$ cat src/design/segment_nearest_point_assert.svh
// Assertion macros for the segment_nearest_point block.
// Depends on nothing; files that check their own logic include it.
`ifndef SEGMENT_NEAREST_POINT_ASSERT_SVH
`define SEGMENT_NEAREST_POINT_ASSERT_SVH
`ifndef SYNTHESIS
`define SNP_ASSERT_IMPL(label, clk, rst_n, ante, cons) \
    label: assert property (@(posedge clk) disable iff (!(rst_n)) (ante) |-> (cons)) \
        else $error("assertion failed");
`define SNP_ASSERT_NEXT(label, clk, rst_n, ante, cons) \
    label: assert property (@(posedge clk) disable iff (!(rst_n)) (ante) |=> (cons)) \
        else $error("assertion failed");
`else
`define SNP_ASSERT_IMPL(label, clk, rst_n, ante, cons)
`define SNP_ASSERT_NEXT(label, clk, rst_n, ante, cons)
`endif
`endif

$ cat src/design/snp_pkg.sv
// Shared types and constants of the segment_nearest_point block.
// Depends on nothing.
package snp_pkg;

    localparam int CFG_IDX_W  = 3;
    localparam int PARAM_FRAC = 16;

    localparam logic [CFG_IDX_W-1:0] REG_START_X = 3'd0;
    localparam logic [CFG_IDX_W-1:0] REG_START_Y = 3'd1;
    localparam logic [CFG_IDX_W-1:0] REG_START_Z = 3'd2;
    localparam logic [CFG_IDX_W-1:0] REG_DIFF_X  = 3'd3;
    localparam logic [CFG_IDX_W-1:0] REG_DIFF_Y  = 3'd4;
    localparam logic [CFG_IDX_W-1:0] REG_DIFF_Z  = 3'd5;

    localparam logic [63:0] DEGEN_LEN_SQ = 64'd17;
    localparam logic [16:0] PARAM_ONE    = 17'd65536;
    localparam logic [62:0] DIST_MAX     = 63'h7FFF_FFFF_FFFF_FFFF;

    typedef enum logic [1:0] {
        CLS_ZERO,
        CLS_ONE,
        CLS_DIV
    } t_cls;

    typedef struct packed {
        logic signed [31:0] start_x;
        logic signed [31:0] start_y;
        logic signed [31:0] start_z;
        logic signed [31:0] diff_x;
        logic signed [31:0] diff_y;
        logic signed [31:0] diff_z;
    } t_cfg;

    typedef struct packed {
        t_cls               cls;
        logic [63:0]        dot;
        logic [63:0]        len;
        logic signed [31:0] q_x;
        logic signed [31:0] q_y;
        logic signed [31:0] q_z;
        logic signed [31:0] scale;
    } t_fq;

endpackage

$ cat src/design/snp_queue.sv
// Short queue between the front end and the back end.
// Depends on snp_pkg.
module snp_queue #(
    parameter int DEPTH = 4
) (
    input  logic         i_clk,
    input  logic         i_rst_n,
    input  logic         i_valid,
    output logic         o_ready,
    input  snp_pkg::t_fq i_item,
    output logic         o_valid,
    input  logic         i_ready,
    output snp_pkg::t_fq o_item
);

    localparam int PW = (DEPTH > 1) ? $clog2(DEPTH) : 1;
    localparam int CW = $clog2(DEPTH + 1);

    snp_pkg::t_fq    r_mem [DEPTH];
    logic [PW-1:0]   r_wp, r_rp;
    logic [CW-1:0]   r_cnt;
    logic            wr, rd;

    assign o_ready = r_cnt != CW'(DEPTH);
    assign o_valid = r_cnt != '0;
    assign o_item  = r_mem[r_rp];
    assign wr      = i_valid && o_ready;
    assign rd      = o_valid && i_ready;

    always_ff @(posedge i_clk) begin
        if (!i_rst_n) begin
            r_wp  <= '0;
            r_rp  <= '0;
            r_cnt <= '0;
        end else begin
            if (wr) begin
                r_wp <= (r_wp == PW'(DEPTH - 1)) ? '0 : r_wp + 1'b1;
            end
            if (rd) begin
                r_rp <= (r_rp == PW'(DEPTH - 1)) ? '0 : r_rp + 1'b1;
            end
            if (wr && !rd) begin
                r_cnt <= r_cnt + 1'b1;
            end else if (rd && !wr) begin
                r_cnt <= r_cnt - 1'b1;
            end
        end
        if (wr) begin
            r_mem[r_wp] <= i_item;
        end
    end

endmodule

$ cat config.mk
export PLATFORM = sky130hd
export DESIGN_NAME = snp_queue
export DESIGN_NICKNAME = d
export VERILOG_FILES = /design/src/design/segment_nearest_point_assert.svh /design/src/design/snp_pkg.sv /design/src/design/snp_queue.sv
export SDC_FILE = /design/constraint.sdc
export NUM_CORES = 1
export LEC_CHECK = 0
export BUFFER_PORTS_ARGS = -buffer_cell sky130_fd_sc_hd__buf_2
export CORE_MARGIN = 2
export CORE_UTILIZATION = 40
export DETAILED_ROUTE_END_ITERATION = 6
export PLACE_DENSITY_LB_ADDON = 0.2
export SYNTH_ARGS = -nofsm -noshare
export SYNTH_HDL_FRONTEND = slang
export SYNTH_SLANG_ARGS = --single-unit
$ cat constraint.sdc
create_clock -name i_clk -period 7.63 [get_ports i_clk]
set_input_delay 0.763 -clock i_clk [delete_from_list [all_inputs] [get_ports i_clk]]
set_output_delay 0.763 -clock i_clk [all_outputs]
set_load 0.01 [all_outputs]
# Yosys cells after proc, flatten, opt, wreduce, memory -nomap -nowiden
# Memory sizes are Yosys's and may differ from the RTL's. A register that Yosys moved wholly into a read port is not among the register bits.
# Cells that the tools add are included.
# word_totals
regBits	7
latchBits	0
inputBits	262
wordCells	27
n_memories	1
ram_bits	1032
romBits	0
# mem_list
memory	depth	word_bits	read_ports	rd_ports_with_merged_regs	wr	line	text
r_mem	4	258	1	1	1	snp_queue.sv:19	snp_pkg::t_fq r_mem [DEPTH];
# classes
multipliers	0
order_cmp	0
bitwise_logic	0
n_eq_ne	3
n_reduce_logical	8
n_addsub	4
n_mux	8
shift	0
div	0
# ops
cell	count
two-way mux 2 bit	4
two-way mux 3 bit	2
adder 2 x 1 -> 2 bit (second input constant)	2
== test 2 bit (second input constant)	2
logical AND 1 bit	4
adder 3 x 1 -> 3 bit (second input constant)	1
inequality test 3 bit (second input constant)	1
nonzero test 3 bit	1
subtractor 3 x 1 -> 3 bit (second input constant)	1
logical NOT 1 bit	2
two-way mux 1 bit	2
nonzero test 2 bit	1

# Logic depth before layout (Yosys ltp)
# Gate-level depths: netlist (run 1).
# depth
word_depth	6
mapped_depth	9
ltp_nobuf	8

# Worst setup path before layout (run 1)
# No wires, ideal clock.
# synth_timing
kind	reg2reg
from	reg r_cnt[0]
to	mem r_mem[0][0] (netlist name) (enable)
path_slack_ps	254
arrival_ps	6722
path_buffers	1
stages_incl_launch_ff	4
path_cell_list	dfxtp_1 -> or3b_1 -> clkbuf_1 -> and3_1
# synth_via
elab_chain_cells	4
# synth_rtl
item	line	text
from (decl)	snp_queue.sv:21	logic [CW-1:0] r_cnt;
from (signal assigned)	snp_queue.sv:43	r_cnt <= r_cnt + 1'b1;
from (signal assigned)	snp_queue.sv:45	r_cnt <= r_cnt - 1'b1;
inequality test 3 bit	snp_queue.sv:24	assign o_ready = r_cnt != CW'(DEPTH);
named net o_ready	snp_queue.sv:9	output logic o_ready,
logical AND 1 bit	snp_queue.sv:27	assign wr = i_valid && o_ready;
two-way mux 1 bit	snp_queue.sv:48	if (wr) begin
two-way mux 1 bit (not written as such)	snp_queue.sv:49	r_mem[r_wp] <= i_item;
to (decl)	snp_queue.sv:19	
# The timed path passes the listed nets, and every way through them passes these cells.

==> key figures, run 1 <==
Status
  • Status: completed

Placement
  • Post-Place Cells: 3142
  • GP Congestion: 0.711
  • Placed wire-length estimate: 47500 um
  • Number of port buffers: 521
  • Post-place setup slack: 4.32 ns
  • Placed cell area: 42100 um^2

Yosys
  • Top post-synthesis cells by area: edfxtp_1, mux4_2, mux4_1
  • Post-Synth Adder-Cell Area: 0.249%
  • Number of synthesized register bits: 1041
  • Post-synth top area cell: edfxtp_1
  • Mapped Nets: 1668
  • Synth Area in Compound Gates: 0.0918%
  • Largest family of logic cells by synthesized area: multiplexers
  • Mapped Avg Cell Area: 27.3 um^2
  • Simple-gate share of the synthesized area: 0.289%
  • Mux contribution to synthesized area: 16.4%
  • Mapped Cells: 1399
  • Distinct cells, synth: 27
  • Synth Warn #: 0
  • Xor and xnor area share after synthesis: 0.0459%
  • Register area share after synthesis: 81.7%
  • Top-area cell type share of the netlist area: 81.2%
  • Netlist Area Pre-Place: 38200 um^2

STA
  • Fin. Hold Viols: 0
  • Setup TNS: 0 ns
  • Final Setup Violations: 0
  • Crit share post-route: 51.7%
  • RSZ-0062 raised after global routing: false
  • Setup WS post-layout: 3.69 ns
  • Worst-Margin Slew: 1.11 ns
  • Max-slew violation count: 0
  • Setup Skew: 0.0194 ns
  • Slew Limit Headroom: 25.9%
  • Max Clock Freq: 254 MHz
  • Tmin final: 3.94 ns

Routing
  • Via count: 17000
  • Antenna-violating nets left: 0
  • Drt total wl: 79700 um
  • Avg WL per Cell: 23.8 um
  • Iter 0 DRT Violations: 1011
  • Via density: 5.07
  • First drt pass iteration count: 5
  • # DRC: 0

Clocking
  • Clock buffer depth: 3
  • CTS Buf Count: 107
  • H-tree depth: 3
  • Clock latency on the worst-skew pair: 0.68 ns
  • CTS sink count: 1041
  • Root buf cell: clkbuf_16
  • Post-CTS Resized: 0
  • Setup repair bufs after CTS: 0
  • CTS tree: yes
  • Clock transition at path regs: 0.06 ns
  • CTS Hold Bufs: 0

Floorplan
  • Full die area: 97900 um^2
  • CORE AREA: 94700 um^2
  • I/O Pins: 522
  • Core Rows: 113
  • Die H: 313 um
  • Die width: 313 um
  • Starting density of the core: 40.3%

Cells and area
  • Final Instance Count excl. Fillers: 3348
  • Most frequent cells in the layout: edfxtp_1, buf_2, mux4_2
  • Layout cells sized above 1: 40.7%
  • Commonest non-fill, non-tap cell in the layout: edfxtp_1
  • Final Net Count: 2255
  • Area Growth Syn to Fin: 19.5%
  • Final Util: 48.1%
  • Fill count: 7801
  • Post-route cell area: 45600 um^2

GRT
  • Largest net degree at the start of global routing: 137
  • Global Route Usage Sum: 16.1%
  • Global-route wire length before repair: 117000 um
  • Grt ovf: 0
  • Initial antenna violation count: 24
  • Vias in the first global route: 17900

Critical path
  • CP Cell Sequence: buf_12, mux4_1, buf_2
  • Worst setup EP type: primary output
  • Setup Crit Path Kind: flip-flop to primary output
  • CP arrival: 3.18 ns
  • CP required: 6.87 ns
  • Crit Path Max Fanout: 98
  • Critical path startpoint category: flip-flop
  • Slowest cell on crit path: dfxtp_4
  • Crit-path max cell delay: 0.78 ns

Power and ir drop
  • Pleak: 15.2 nW
  • Pwr dens: 332 nW/um^2
  • Worst vdd ir: 0.239 mV

Hold path
  • Worst hold path class: input pin to flip-flop

Run
  • Max-cap violations: 0
-- flip-flops by register name (all words and copies together), names as in the netlist, named ones only --
signal / cells
r_mem: 1032
r_wp: 2
r_rp: 2
r_cnt: 3
-- cells by family (layout without fill, tap and decap cells) --
group	Yosys count	in the layout
DFF	1041	1041
muxes	260	260
buffers and inverters	63	739
and+or+nand+nor	20	20
adders and majority gates	7	7
AOI/OAI and AO/OA	6	6
xor gates and xnor gates	2	2
other	0	8
-- per-stage QoR --
step | power [mW] | hold WS [ns]
after floorplan | 9.22 | 0.468
after global placement | 10.3 | 0.483
after detailed placement | 10.3 | 0.507
after CTS | 15.4 | 0.220
after global routing | 15.8 | 0.250
final | 15.1 | 0.292
-- report_power, final --
part	switching, mW	internal (mW)
logic	1.67	1.32
clock network	2.10	2.94
registers	0.162	6.93
-- synth_stat cells (all sizes together) --
cell type,n
fa,1
o31ai,1
o21ai,4
or3,2
mux2i,2
inv,3
edfxtp,1032
or3b,1
xor2,1
and2,2
clkbuf,7
xnor2,1
dfxtp,9
nand2,5
and3,4
nor2b,1
nand3,2
ha,6
mux4,258
nor2,2
buf,53
nand4,1
a21boi,1
-- routing by layer --
metal,share of wire (%),global-route usage [%],up-vias
met1,38,19.6,8918
met2,52,27.1,487
met4,2.3,5.70,26
met5,0.20,0,-
met3,7.4,5.02,136
li1,-,-,7409
-- worst max-delay path: cells and delay by family, from the launching register on --
family                 cells  cell delay, ns
muxes                      1            0.70
buffers and inverters      2            0.83
DFF                        1            0.78
-- path summary, 6_finish.rpt --
kind / from / endpoint / slack (ns) / cells after the start
worst min-delay path: i_item[150] / r_mem[0][150]$_DFFE_PP_ / 0.29 / 1
worst min register to register: r_wp[1]$_SDFFE_PN0P_ / r_wp[1]$_SDFFE_PN0P_ / 0.52 / 2
worst max-delay path: flip-flop / o_item[253] / 3.69 / 3
worst max register to register: r_cnt[0]$_SDFFE_PN0P_ / r_mem[1][228]$_DFFE_PP_ / 4.87 / 3
-- area by class of cell --
class / count / area (um^2) / area share (%)
clock inverters: 63 / 589 / 1.29
inverters: 3 / 11.3 / 0.0247
clock buffers: 135 / 2850 / 6.24
repair buffers: 538 / 2840 / 6.22
flip-flops and latches: 1041 / 31200 / 68.4
well taps: 1265 / 1580 / 3.47
multi-input cells: 295 / 6530 / 14.3
diodes: 8 / 20.0 / 0.0439
Power figures use the tool's default switching activity.
==> inputs of run 2 (changes only) <==
==> constraint.sdc (replaced) <==
create_clock -name i_clk -period 3.64 [get_ports i_clk]
set_input_delay 0.364 -clock i_clk [delete_from_list [all_inputs] [get_ports i_clk]]
set_output_delay 0.364 -clock i_clk [all_outputs]
set_load 0.01 [all_outputs]
==> run 2 against run 1 <==
  * Critical path depth unchanged
  * Utilization up 3.3 points
  * Die area unchanged
  * Total power up 110%
  * Flip-flop and latch count unchanged
  * Worst setup slack worse by 3.2 ns
  * First-iteration DRC count up 18%
  * Final area up 6.8%
  * Critical endpoint is now o_item[198]
  * Highest routed layer unchanged
==> key figures, run 2 (synthesized netlist as in run 1, its figures left out) <==
Clocking
  • H-tree depth: 3 (unchanged)
  • Clock latency on the worst-skew pair: 0.69 ns (about the same)
  • Setup repair bufs after CTS: 0 (unchanged)
  • CTS Buf Count: 108 (+0.93%)
  • Clock transition at path regs: 0.06 ns (about the same)
  • Root buf cell: clkbuf_16
  • CTS sink count: 1041 (unchanged)
  • Clock buffer depth: 3 (unchanged)
  • CTS tree: yes

Power and ir drop
  • Pwr dens: 665 nW/um^2 (+100%)
  • Net Switching: 8.52 mW (+120%)
  • Clock power share: 33.0% (-0.3 points)
  • Pleak: 16.6 nW (+8.8%)
  • Internal: 23.9 mW (+110%)
  • Sequential power share: 45.7% (-1.2 points)
  • Switching power share of the total: 26.3% (+0.34 points)
  • Combinational power share: 21.3% (+1.6 points)
  • Worst vdd ir: 0.501 mV (+110%)

Floorplan
  • CORE AREA: 94700 um^2 (unchanged)
  • Die H: 313 um (unchanged)
  • I/O Pins: 522 (unchanged)
  • Full die area: 97900 um^2 (unchanged)
  • Starting density of the core: 40.3% (unchanged)
  • Core Rows: 113 (unchanged)
  • Die width: 313 um (unchanged)

Cells and area
  • Final Instance Count excl. Fillers: 3640 (+8.7%)
  • Top reg by flops: r_mem
  • Fill count: 7518 (-3.6%)
  • Area Growth Syn to Fin: 27.6%
  • Biggest regs: r_mem (1032), r_cnt (3)
  • Layout cells sized above 1: 36.9% (-3.8 points)
  • Area of the multi-input gates: 6530 um^2 (unchanged)
  • Final Net Count: 2550 (+13%)
  • Commonest non-fill, non-tap cell in the layout: edfxtp_1
  • Max reg flops: 1032 (unchanged)
  • Most frequent cells in the layout: edfxtp_1, buf_2, dlygate4sd3_1
  • Seq. cell area: 31200 um^2 (unchanged)

GRT
  • Vias in the first global route: 19900 (+11%)
  • Largest net degree at the start of global routing: 130 (-5.1%)
  • Global-route wire length before repair: 125000 um (+7.2%)
  • Initial antenna violation count: 8 (-67%)
  • Grt ovf: 0 (unchanged)
  • Met1 usage: 20.7% (+1.1 points)
  • Grt met2 use: 30.2% (+3.2 points)
  • GR Util met3: 4.41% (-0.61 points)
  • Busiest layer in global routing: met2
  • Global Route Usage Sum: 17.1% (+1.1 points)

Routing
  • # DRC: 0 (unchanged)
  • Iter 0 DRT Violations: 1198 (+18%)
  • Drt total wl: 84100 um (+5.6%)
  • First drt pass iteration count: 5 (unchanged)
  • Avg WL per Cell: 23.1 um (-2.9%)
  • Antenna-violating nets left: 0 (unchanged)
  • Via count: 18200 (+7.2%)
  • Via density: 5.00 (-1.4%)

Critical path
  • Worst setup EP type: primary output
  • Crit path buf inv count: 2 (unchanged)
  • Crit-path max cell delay: 0.73 ns (-0.05 ns)
  • CP required: 3.28 ns (-3.59 ns)
  • CP Cell Sequence: buf_4, mux4_1, buf_2
  • CP delay by family, top: flip-flops
  • Slowest cell on crit path: dfxtp_4
  • Critical path startpoint category: flip-flop
  • CP arrival: 2.75 ns (-0.43 ns)
  • Setup Crit Path Kind: flip-flop to primary output
  • Crit Path Max Fanout: 23 (-77%)

STA
  • Minimum hold slack: 0.115 ns (-0.177 ns)
  • Fin. Hold Viols: 0 (unchanged)
  • Worst-Margin Slew: 0.993 ns (-0.119 ns)
  • RSZ-0062 raised after global routing: false
  • Tmin final: 3.12 ns
  • Slew Limit Headroom: 33.8% (+8.0 points)
  • Crit share post-route: 85.6%
  • Max-slew violation count: 0 (unchanged)
  • Setup Skew: 0.0249 ns (+0.00556 ns)
  • Final Setup Violations: 0 (unchanged)
  • Max Clock Freq: 321 MHz

Placement
  • Number of port buffers: 521 (unchanged)
  • GP Congestion: 0.735 (+3.5%)
  • Post-Place Cells: 3176 (+1.1%)
  • Placed wire-length estimate: 51800 um (+9.0%)

Hold path
  • Worst hold path class: input pin to flip-flop

Status
  • Status: completed

Run
  • Max-cap violations: 0 (unchanged)
==> run 2: power groups by stage <==
| stage | Clock, mW | Combinational [mW] | Sequential (mW) |
|---|---|---|---|
| finish | 10.7 | 6.88 | 14.8 |
| global route | 11.5 | 7.34 | 14.9 |
| CTS | 11.0 | 7.08 | 14.8 |
| detailed placement | 0 | 6.81 | 15.1 |
| global placement | 0 | 6.78 | 15.0 |
| floorplan | 0 | 4.05 | 15.1 |
==> run 2: stage by stage <==
step | setup TNS [ns] | area, um^2 | setup slack, ns | power (mW) | utilization, %
finish | 0 | 48700 | 0.524 | 32.4 | 51.4
global route | 0 | 48700 | 0.350 | 33.7 | 51.4
CTS | 0 | 48700 | 0.371 | 32.9 | 51.4
detailed placement | 0 | 42600 | 1.16 | 21.9 | 45.0
global placement | 0 | 42600 | 1.15 | 21.8 | 45.0
floorplan | -782.95 | 38200 | -0.759 | 19.1 | -
==> run 2: per-layer routing <==
metal  share of wire [%]  wire, um
met4                 2.0      1710
met5               0.039        33
met1                  39     32900
met2                  53     44300
met3                 6.2      5190
==> run 2: what timing repair did <==
item | 4_1_cts | 5_1_grt
hold endpoints to repair | 1038 | 0
hold buffers | 260 | 0
gates resized for setup | 0 | 0
==> run 2: final timing paths <==
| path | startpoint | end | slack [ns] | cells after the start |
|---|---|---|---|---|
| setup reg to reg | r_cnt[0]$_SDFFE_PN0P_ | r_cnt[2]$_SDFFE_PN0P_ | 1.30 | 7 |
| hold / removal | i_ready | flip-flop | 0.12 | 3 |
| setup / recovery | flip-flop | o_item[198] | 0.52 | 3 |
| hold reg to reg | r_cnt[2]$_SDFFE_PN0P_ | r_cnt[2]$_SDFFE_PN0P_ | 0.54 | 2 |
==> run 2: area by class of cell <==
type,instances,area share [%]
inverters,3,0.0231
well taps,1265,3.25
diodes,5,0.0257
clock buffers,134,5.86
repair buffers,832,12.1
flip-flops and latches,1041,64.0
clock inverters,65,1.26
multi-input cells,295,13.4
==> run 2: worst min-delay path, cell delays in order <==
cell	delay, ns
buf_2	0.10
o31ai_1	0.15
o21ai_0	0.15
